<file path="config.mk">
export PLATFORM = sky130hd
export DESIGN_NAME = slider_scroll_gesture_detector_flat
export DESIGN_NICKNAME = d
export VERILOG_FILES = /design/src/rtl/ssgd_pkg.sv /design/src/rtl/ssgd_if.sv /design/src/rtl/slider_scroll_gesture_detector.sv /design/src/flat_wrapper.sv
export SDC_FILE = /design/constraint.sdc
export NUM_CORES = 1
export LEC_CHECK = 0
export BUFFER_PORTS_ARGS = -buffer_cell sky130_fd_sc_hd__buf_2
export CORE_MARGIN = 4
export CORE_UTILIZATION = 38
export CTS_BUF_LIST = sky130_fd_sc_hd__clkbuf_8
export DETAILED_ROUTE_END_ITERATION = 8
export HOLD_SLACK_MARGIN = 0.1
export PLACE_DENSITY = 0.61
export SLEW_MARGIN = 20
export SYNTH_ARGS = -nofsm -noshare
export SYNTH_HDL_FRONTEND = slang
export SYNTH_SLANG_ARGS = --single-unit
</file>
<file path="constraint.sdc">
create_clock -name clk -period 11.23 [get_ports clk]
set_clock_uncertainty 0.2 [all_clocks]
set_input_delay 1.6845 -clock clk [delete_from_list [all_inputs] [get_ports clk]]
set_output_delay 1.6845 -clock clk [all_outputs]
set_load 0.01 [all_outputs]
</file>
<file path="src/rtl/ssgd_pkg.sv">
// package for the slider scroll gesture detector
// types, register indexes, reset values and gesture codes; no dependencies
`timescale 1ns / 1ps
`default_nettype none
package ssgd_pkg;

  localparam int CFG_IDX_W  = 2;
  localparam int CFG_DATA_W = 10;
  localparam int THR_W      = 9;
  localparam int LIMIT_W    = 10;
  localparam int TILT_W     = 10;
  localparam int GEST_W     = 3;

  typedef logic [CFG_IDX_W-1:0]  cfg_idx_t;
  typedef logic [CFG_DATA_W-1:0] cfg_data_t;
  typedef logic [GEST_W-1:0]     gesture_t;

  // register indexes
  localparam cfg_idx_t CFG_SLIDE_THRESHOLD = 2'd0;
  localparam cfg_idx_t CFG_MODE_THRESHOLD  = 2'd1;
  localparam cfg_idx_t CFG_SHAKE_LIMIT     = 2'd2;
  localparam cfg_idx_t CFG_SELECT_LIMIT    = 2'd3;

  // register reset values
  localparam logic [THR_W-1:0]          SLIDE_THRESHOLD_RST = 9'd7;
  localparam logic [THR_W-1:0]          MODE_THRESHOLD_RST  = 9'd5;
  localparam logic signed [LIMIT_W-1:0] SHAKE_LIMIT_RST     = 10'sd150;
  localparam logic [LIMIT_W-1:0]        SELECT_LIMIT_RST    = 10'd550;

  // non-negative slopes at or below this never open the gate while moving down
  localparam int NOISE_FLOOR = 4;

  // gesture codes
  localparam gesture_t GEST_NONE   = 3'd0;
  localparam gesture_t GEST_UP     = 3'd1;
  localparam gesture_t GEST_DOWN   = 3'd2;
  localparam gesture_t GEST_SHAKE  = 3'd3;
  localparam gesture_t GEST_SELECT = 3'd4;

endpackage
`default_nettype wire

</file>
<file path="src/rtl/ssgd_if.sv">
// valid/ready channel interfaces for the slider scroll gesture detector
// depends on ssgd_pkg
`timescale 1ns / 1ps
`default_nettype none
interface ssgd_in_if #(
  parameter int LEVEL_BITS = 10
);
  import ssgd_pkg::*;
  logic                       valid;
  logic                       ready;
  logic [LEVEL_BITS-1:0]      up_level;
  logic [LEVEL_BITS-1:0]      down_level;
  logic signed [TILT_W-1:0]   tilt_y;
  logic [LEVEL_BITS-1:0]      select_level;

  modport source (output valid, up_level, down_level, tilt_y, select_level, input ready);
  modport sink   (input valid, up_level, down_level, tilt_y, select_level, output ready);
endinterface

interface ssgd_out_if;
  import ssgd_pkg::*;
  logic     valid;
  logic     ready;
  gesture_t gesture;

  modport source (output valid, gesture, input ready);
  modport sink   (input valid, gesture, output ready);
endinterface
`default_nettype wire

</file>
<file path="src/rtl/slider_scroll_gesture_detector.sv">
// slider scroll gesture detector top level
// depends on ssgd_pkg and the channel interfaces in ssgd_if.sv
// the single output register holds an accepted transaction's result from the next cycle
// throughput: one transaction per cycle when drained; the register frees in the cycle it is taken
// the slope divider, gate, history compares and priority pick all sit in one combinational pass
// reset (rst_n low, synchronous): thresholds and limits to their defaults, difference taps and
// slope history to zero, direction flags to moving down, output register empty
`timescale 1ns / 1ps
`default_nettype none
module slider_scroll_gesture_detector #(
  parameter int HISTORY_DEPTH = 8,
  parameter int SLOPE_SPAN    = 4,
  parameter int LEVEL_BITS    = 10
) (
  input  wire                  clk,
  input  wire                  rst_n,
  ssgd_in_if.sink              in_ch,
  ssgd_out_if.source           out_ch,
  input  wire                  cfg_we,
  input  wire ssgd_pkg::cfg_idx_t  cfg_index,
  input  wire ssgd_pkg::cfg_data_t cfg_data
);
  import ssgd_pkg::*;

  // difference up - down and its magnitude after subtracting an older one
  localparam int DIFF_W  = LEVEL_BITS + 1;
  localparam int RAW_W   = DIFF_W + 1;
  localparam int MAG_W   = DIFF_W;
  // largest slope magnitude and the signed width that holds it
  localparam int QMAX    = (2 * ((1 << LEVEL_BITS) - 1)) / SLOPE_SPAN;
  localparam int SLOPE_W = $clog2(QMAX + 1) + 1;
  // reciprocal for truncating division of the magnitude by the span
  localparam int RSH     = MAG_W + 2;
  localparam int PROD_W  = MAG_W + RSH + 1;
  localparam logic [RSH:0] RECIP = (RSH+1)'(((1 << RSH) + SLOPE_SPAN - 1) / SLOPE_SPAN);
  // common signed compare width for slopes against thresholds
  localparam int CMP_W   = ((SLOPE_W > THR_W) ? SLOPE_W : THR_W) + 2;
  localparam int SEL_W   = ((LEVEL_BITS > LIMIT_W) ? LEVEL_BITS : LIMIT_W);

  // configuration registers
  logic [THR_W-1:0]          slide_thr_r;
  logic [THR_W-1:0]          mode_thr_r;
  logic signed [LIMIT_W-1:0] shake_lim_r;
  logic [LIMIT_W-1:0]        select_lim_r;

  // the ring only ever supplies the difference SLOPE_SPAN back, and its depth
  // exceeds the span, so it is kept as a tap line of the last SLOPE_SPAN entries
  logic signed [DIFF_W-1:0]  tap_r   [SLOPE_SPAN];
  logic signed [DIFF_W-1:0]  tap_nxt [SLOPE_SPAN];

  // the scroll check looks at every entry alike, so history order is free:
  // a shift line where the newest slope enters at entry zero
  logic signed [SLOPE_W-1:0] hist_r   [HISTORY_DEPTH];
  logic signed [SLOPE_W-1:0] hist_nxt [HISTORY_DEPTH];

  logic moving_up_r,   moving_up_nxt;
  logic moving_down_r, moving_down_nxt;

  // output register
  logic     out_valid_r;
  gesture_t gesture_r, gesture_nxt;

  logic in_acc;
  logic out_acc;

  logic signed [DIFF_W-1:0]  diff_new;
  logic signed [RAW_W-1:0]   slope_raw;
  logic                      slope_neg;
  logic [MAG_W-1:0]          slope_mag;
  logic [PROD_W-1:0]         slope_prod;
  logic [SLOPE_W-1:0]        quot;
  logic signed [SLOPE_W-1:0] slope;

  logic signed [CMP_W-1:0]   slope_c;
  logic signed [CMP_W-1:0]   slide_c;
  logic signed [CMP_W-1:0]   mode_c;
  logic                      gate;
  logic                      all_up;
  logic                      all_dn;

  // a new transaction enters whenever the output register is empty or being drained
  assign in_ch.ready   = !out_valid_r || out_ch.ready;
  assign in_acc        = in_ch.valid && in_ch.ready;
  assign out_acc       = out_valid_r && out_ch.ready;
  assign out_ch.valid  = out_valid_r;
  assign out_ch.gesture = gesture_r;

  // slope: (newest difference - difference SLOPE_SPAN back) / SLOPE_SPAN, toward zero
  always_comb begin
    diff_new   = $signed({1'b0, in_ch.up_level}) - $signed({1'b0, in_ch.down_level});
    slope_raw  = RAW_W'(diff_new) - RAW_W'(tap_r[SLOPE_SPAN-1]);
    slope_neg  = slope_raw[RAW_W-1];
    slope_mag  = slope_neg ? MAG_W'(-slope_raw) : MAG_W'(slope_raw);
    slope_prod = PROD_W'(slope_mag) * PROD_W'(RECIP);
    quot       = SLOPE_W'(slope_prod >> RSH);
    slope      = slope_neg ? $signed(-quot) : $signed(quot);
  end

  // direction-dependent hysteresis gate
  always_comb begin
    slope_c = CMP_W'(slope);
    slide_c = CMP_W'($signed({1'b0, slide_thr_r}));
    mode_c  = CMP_W'($signed({1'b0, mode_thr_r}));
    gate = (moving_down_r && (slope_c > CMP_W'(NOISE_FLOOR)) && (slope_c > slide_c)) ||
           (moving_down_r && (slope_c < 0)) ||
           (moving_up_r && (slope_c < -slide_c)) ||
           (moving_up_r && (slope_c > 0));
  end

  // shift lines and the all-entries scroll check on the updated history
  always_comb begin
    tap_nxt[0] = diff_new;
    for (int i = 1; i < SLOPE_SPAN; i++) begin
      tap_nxt[i] = tap_r[i-1];
    end
    hist_nxt[0] = slope;
    for (int i = 1; i < HISTORY_DEPTH; i++) begin
      hist_nxt[i] = hist_r[i-1];
    end
    all_up = 1'b1;
    all_dn = 1'b1;
    for (int i = 0; i < HISTORY_DEPTH; i++) begin
      if (!(CMP_W'(hist_nxt[i]) > mode_c)) all_up = 1'b0;
      if (!(CMP_W'(hist_nxt[i]) < -mode_c)) all_dn = 1'b0;
    end
  end

  // gesture priority: scroll down, scroll up, shake, select
  always_comb begin
    gesture_nxt     = GEST_NONE;
    moving_up_nxt   = moving_up_r;
    moving_down_nxt = moving_down_r;
    if (gate) begin
      if (all_dn) begin
        gesture_nxt     = GEST_DOWN;
        moving_down_nxt = 1'b1;
        moving_up_nxt   = 1'b0;
      end else if (all_up) begin
        gesture_nxt     = GEST_UP;
        moving_up_nxt   = 1'b1;
        moving_down_nxt = 1'b0;
      end else if (in_ch.tilt_y > shake_lim_r) begin
        gesture_nxt = GEST_SHAKE;
      end else if (SEL_W'(in_ch.select_level) <= SEL_W'(select_lim_r)) begin
        gesture_nxt = GEST_SELECT;
      end
    end
  end

  // configuration writes
  always_ff @(posedge clk) begin
    if (!rst_n) begin
      slide_thr_r  <= SLIDE_THRESHOLD_RST;
      mode_thr_r   <= MODE_THRESHOLD_RST;
      shake_lim_r  <= SHAKE_LIMIT_RST;
      select_lim_r <= SELECT_LIMIT_RST;
    end else if (cfg_we) begin
      case (cfg_index)
        CFG_SLIDE_THRESHOLD: slide_thr_r  <= cfg_data[THR_W-1:0];
        CFG_MODE_THRESHOLD:  mode_thr_r   <= cfg_data[THR_W-1:0];
        CFG_SHAKE_LIMIT:     shake_lim_r  <= $signed(cfg_data[LIMIT_W-1:0]);
        CFG_SELECT_LIMIT:    select_lim_r <= cfg_data[LIMIT_W-1:0];
        default: ;
      endcase
    end
  end

  // detector state; the tap line moves on every transaction, the history only on a gate pass
  always_ff @(posedge clk) begin
    if (!rst_n) begin
      for (int i = 0; i < SLOPE_SPAN; i++) tap_r[i] <= '0;
      for (int i = 0; i < HISTORY_DEPTH; i++) hist_r[i] <= '0;
      moving_up_r   <= 1'b0;
      moving_down_r <= 1'b1;
    end else if (in_acc) begin
      tap_r         <= tap_nxt;
      moving_up_r   <= moving_up_nxt;
      moving_down_r <= moving_down_nxt;
      if (gate) hist_r <= hist_nxt;
    end
  end

  // output register
  always_ff @(posedge clk) begin
    if (!rst_n) begin
      out_valid_r <= 1'b0;
    end else if (in_acc) begin
      out_valid_r <= 1'b1;
    end else if (out_acc) begin
      out_valid_r <= 1'b0;
    end
  end

  always_ff @(posedge clk) begin
    if (in_acc) gesture_r <= gesture_nxt;
  end

  // the direction flags always name exactly one direction
  a_dir_onehot: assert property (@(posedge clk) disable iff (!rst_n)
    $onehot({moving_up_r, moving_down_r}))
    else $error("direction flags not one-hot");

  // every accepted transaction leaves a result in the output register
  a_result_held: assert property (@(posedge clk) disable iff (!rst_n)
    in_acc |=> out_valid_r)
    else $error("accepted transaction left no result");

  // a scroll up report switches the direction to up
  a_up_sets_dir: assert property (@(posedge clk) disable iff (!rst_n)
    (in_acc && gesture_nxt == GEST_UP) |=> (moving_up_r && gesture_r == GEST_UP))
    else $error("scroll up did not set direction");

  // a failed gate leaves the direction untouched and reports nothing
  a_gate_fail: assert property (@(posedge clk) disable iff (!rst_n)
    (in_acc && !gate) |=> ($stable({moving_up_r, moving_down_r}) && gesture_r == GEST_NONE))
    else $error("failed gate changed state or reported a gesture");

endmodule
`default_nettype wire
</file>
<file path="src/flat_wrapper.sv">
// flat-port wrapper written by rule: the top's interface ports become plain ports
module slider_scroll_gesture_detector_flat import ssgd_pkg::*;
#(
  parameter int HISTORY_DEPTH = 8,
  parameter int SLOPE_SPAN    = 4,
  parameter int LEVEL_BITS    = 10
)
  (clk, rst_n, cfg_we, cfg_index, cfg_data, in_ch_valid, in_ch_up_level, in_ch_down_level, in_ch_tilt_y, in_ch_select_level, in_ch_ready, out_ch_valid, out_ch_gesture, out_ch_ready);
  ssgd_in_if #(.LEVEL_BITS(LEVEL_BITS)) in_ch_i ();
  ssgd_out_if out_ch_i ();
  input  wire clk;
  input  wire rst_n;
  input  wire cfg_we;
  input  wire ssgd_pkg::cfg_idx_t cfg_index;
  input  wire ssgd_pkg::cfg_data_t cfg_data;
  input wire logic [$bits(in_ch_i.valid)-1:0] in_ch_valid;
  input wire logic [$bits(in_ch_i.up_level)-1:0] in_ch_up_level;
  input wire logic [$bits(in_ch_i.down_level)-1:0] in_ch_down_level;
  input wire logic [$bits(in_ch_i.tilt_y)-1:0] in_ch_tilt_y;
  input wire logic [$bits(in_ch_i.select_level)-1:0] in_ch_select_level;
  output wire logic [$bits(in_ch_i.ready)-1:0] in_ch_ready;
  output wire logic [$bits(out_ch_i.valid)-1:0] out_ch_valid;
  output wire logic [$bits(out_ch_i.gesture)-1:0] out_ch_gesture;
  input wire logic [$bits(out_ch_i.ready)-1:0] out_ch_ready;
  assign in_ch_i.valid = in_ch_valid;
  assign in_ch_i.up_level = in_ch_up_level;
  assign in_ch_i.down_level = in_ch_down_level;
  assign in_ch_i.tilt_y = in_ch_tilt_y;
  assign in_ch_i.select_level = in_ch_select_level;
  assign in_ch_ready = in_ch_i.ready;
  assign out_ch_valid = out_ch_i.valid;
  assign out_ch_gesture = out_ch_i.gesture;
  assign out_ch_i.ready = out_ch_ready;
  slider_scroll_gesture_detector #(.HISTORY_DEPTH(HISTORY_DEPTH), .SLOPE_SPAN(SLOPE_SPAN), .LEVEL_BITS(LEVEL_BITS)) u_core (.clk(clk), .rst_n(rst_n), .in_ch(in_ch_i), .out_ch(out_ch_i), .cfg_we(cfg_we), .cfg_index(cfg_index), .cfg_data(cfg_data));
endmodule
</file>
==> metrics.md <==
| Metric | Value |
|---|---|
| Die area | 0.03526 sq mm |
| Worst reg2reg endpoint | u_core.out_ch.gesture[1]$_SDFFCE_PP0P_ |
| Overall fraction of global-route tracks in use | 0.1718 |
| Hold buffer count at CTS | 0 |
| Hold path depth | 2 |
| Crit-path max FO | 12 |
| Die width | ~190 microns |
| Fillers | between 3k and 4k |
| Final setup viols | 0 |
| CTS tree | built |
| Worst VDD drop | 0.08486 mV |
| Starting DRT DRC Count | about 540 |
| HP Class | flip-flop to flip-flop |
| Final Hold Fails | 0 |
| Vias in the first global route | 10.22k |
| Fmax | roughly 99 MHz |
| Hold path start | u_core.moving_up_r$_SDFFE_PN0P_ |
| Clock root cell | clkbuf_8 |
| Die Y | 187.8 microns |
| Vias | approximately 10k |
| Unique masters post-synth | 75 |
| Ys async rst share | 0 |
| Post-layout min period | 10110 ps |
| Seq cells post-synth | between 150 and 200 |
| R2r worst-path depth | 25 |
| Synth top area share | 0.2527 |
| R2r setup slk | 3710 ps |
| CP endpoint kind | flip-flop |
| Worst skew pair latency | approximately 480 ps |
| Routed len/inst | 15.58 microns |
| DRT Pass-1 Iters | 5 |
| Largest net degree at the start of global routing | 98 |
| CTS-repair resized insts | 0 |
| Most used cell, CP | ha_1 |
| Drt via density | ~5.4 |
| Share of cells above drive strength 1 | 0.09250 |
| CTS Buf Count | 17 |
| Max_cap viols | 0 |
| Post-Synthesis Net Count | 1781 |
| Global-route wire length before repair | 50.59 mm |
| Setup Total Neg Slack | 0 ps |
| Starting density of the core | 0.3872 |
| Period utilization | 0.9002 |
| FF-to-FF Start | u_core.tap_r[6]$_SDFFE_PN0P_ |
| Row count | 65 |
| Worst path max stage delay | just under 700 ps |
| Area grow syn2layout | 8.609% |
| Area taken by multi-input logic gates | 0.008456 sq mm |
| Htree depth | 4 |
| Most frequent cells in the layout | 242 x nand2_1, 223 x ha_1, 155 x dfxtp_1 |
| Pint | ~0.0010 W |
| Clock power share | 0.242 |
| Kind of critical path | input port to flip-flop |
| Most common cell after layout, fill and taps aside | nand2_1 |
| Core Region | 0.03172 sq mm |
| Final wirelength | 30.35 mm |
| Final HPWL DP | 23.13 mm |
| Outcome | finished, final reports clean |
| Post-synthesis sequential area ratio | 0.2600 |
| PwrDens | 131.0 mW/mm^2 |
| Lkg Pwr | 5.662 nW |
| Total gr overflow | 0 |
| Placer Congestion | 0.8566 |
| CTS Sinks | 158 |
| Switching power share of the total | 0.3993 |
| Port Buffer Count | 61 |
| Post-CTS setup buffers | 0 |
| Detail Route Antenna Nets | 0 |
| Critical Path Source Type | input port |
| Number of flops mapped to enable cells by yosys | 3 |
| Synth Flop Type | dfxtp_1 |
| Initial antenna violation count | 0 |
| Worst rel slew slack | 0.1997 |
| Antenna Cells | 0 |
| I/O Pins | 62 |
| Final #Nets | 1815 |
| DRC | 0 |
| Synth Cell Area | 0.01228 sq mm |
| Hold Path End | u_core.moving_up_r$_SDFFE_PN0P_ |
| RSZ-0062 raised after global routing | no |
| Sequential share of power | 0.355 |
| Comb power frac | 0.403 |
| Worst Path Arrival | just over 10000 ps |
| Critical Path Slowest Stage Cell | a2111oi_1 |
| Avg Cell Area, Syn | 8.192 sq um |
| Cell count after synthesis | about 1.5k |
| Ys Warns | 0 |
| Largest cells by area after synthesis | dfxtp_1 25%, ha_1 23%, nand2_1 7.4% |
| Reg area | 0.003193 sq mm |
| Final core utilization | 0.4205 |
| Clk slew on worst S/H paths | 90 ps |
| Synth area leader | dfxtp_1 |
| Psw | ~0.0007 W |
| Worst endpoint required time | 11260 ps |
| Buffer depth of the longest clock path | 2 |
| Max Slew Vio Count | 0 |
| Worst-margin pin slew | around 1200 ps |
==> per-layer routing <==
metal | track usage | share of wire | up-vias
met5 | 0 | 0 | -
met4 | 0.04602 | 0.014 | 0
met3 | 0.02569 | 0.029 | 30
met2 | 0.2973 | 0.48 | 135
met1 | 0.2240 | 0.48 | 4829
li1 | - | - | 5432
==> final cells by class <==
class | instances | share of cell area
multi-input cells | 1188 | 0.6340
flip-flops and latches | 158 | 0.2394
well taps | 402 | 0.03771
repair buffers | 75 | 0.03499
inverters | 93 | 0.02617
clock buffers | 17 | 0.01754
clock inverters | 15 | 0.01023
==> worst max path at each step <==
stage                        startpoint                                      to
floorplan           in_ch_down_level[1]  u_core.out_ch.gesture[1]$_SDFFCE_PP0P_
global placement    in_ch_down_level[1]  u_core.out_ch.gesture[1]$_SDFFCE_PP0P_
detailed placement  in_ch_down_level[1]  u_core.out_ch.gesture[1]$_SDFFCE_PP0P_
CTS                 in_ch_down_level[1]  u_core.out_ch.gesture[1]$_SDFFCE_PP0P_
global route        in_ch_down_level[1]  u_core.out_ch.gesture[1]$_SDFFCE_PP0P_
finish              in_ch_down_level[1]  u_core.out_ch.gesture[1]$_SDFFCE_PP0P_
==> through the flow <==
step	setup WS, ps	hold slack, ps	total power [W]	instance area [sq um]	instances
2_1_floorplan	2691	226.3	0.001162	12280	1499
3_3_place_gp	959.9	243.6	0.001317	12950	1916
3_5_place_dp	673.7	250.2	0.001333	12950	1916
4_1_cts	1200	263.9	0.001759	13320	1948
5_1_grt	353.0	286.8	0.001882	13340	1948
6_report	1121	261.3	0.001748	13340	1948
==> critical path: cells and delay by family <==
kind	cells	cell delay (ps)
AO/OA/AOI/OAI	13	2710
AND/OR/NAND/NOR	14	3330
XOR/XNOR	3	890
buffers and inverters	3	310
adder cells (fa/ha/maj)	4	1200
==> state kept, by name, summed over array words and instances, names as in the netlist <==
| signal | flops |
|---|---|
| u_core.mode_thr_r | 9 |
| u_core.shake_lim_r | 10 |
| u_core.out_ch.gesture | 3 |
| u_core.out_ch.valid | 1 |
| u_core.moving_up_r | 1 |
| u_core.select_lim_r | 10 |
| u_core.moving_down_r | 1 |
| u_core.tap_nxt | 33 |
| u_core.hist_nxt | 70 |
| u_core.slide_thr_r | 9 |
| u_core.tap_r | 11 |
==> cells by family after synthesis <==
| family | share of synthesized area |
|---|---|
| AO/OA/AOI/OAI | 0.2205 |
| XOR/XNOR | 0.03026 |
| adder cells (fa/ha/maj) | 0.2305 |
| buffers and inverters | 0.05308 |
| flip-flops | 0.2600 |
| multiplexers | 0.006826 |
| AND/OR/NAND/NOR | 0.1989 |
==> cells in the mapped netlist, types with 8 or more instances <==
master / number
nor2_1: 42
nand2b_1: 17
o31ai_1: 12
nand3_1: 83
nor4_1: 12
a21oi_1: 58
nand3_2: 10
a21boi_0: 61
o21ai_1: 56
o211ai_1: 21
o21ai_0: 54
buf_6: 9
o21a_1: 58
inv_1: 92
a211oi_1: 8
nor3_1: 20
nor2b_1: 39
nand4_1: 14
xnor2_1: 26
xor2_1: 12
nand2_1: 242
a21o_1: 8
o21ai_2: 10
dfxtp_1: 155
ha_1: 223
clkbuf_1: 41
==> power by group through the flow <==
stage	combinational (W)	sequential, W	clock (W)
finish	0.000705	0.000621	0.000423
global route	0.000800	0.000625	0.000457
CTS	0.000704	0.000620	0.000435
detailed placement	0.000700	0.000634	0
global placement	0.000684	0.000633	0
floorplan	0.000537	0.000625	0
Note: power is estimated with default switching activity, not from simulation.
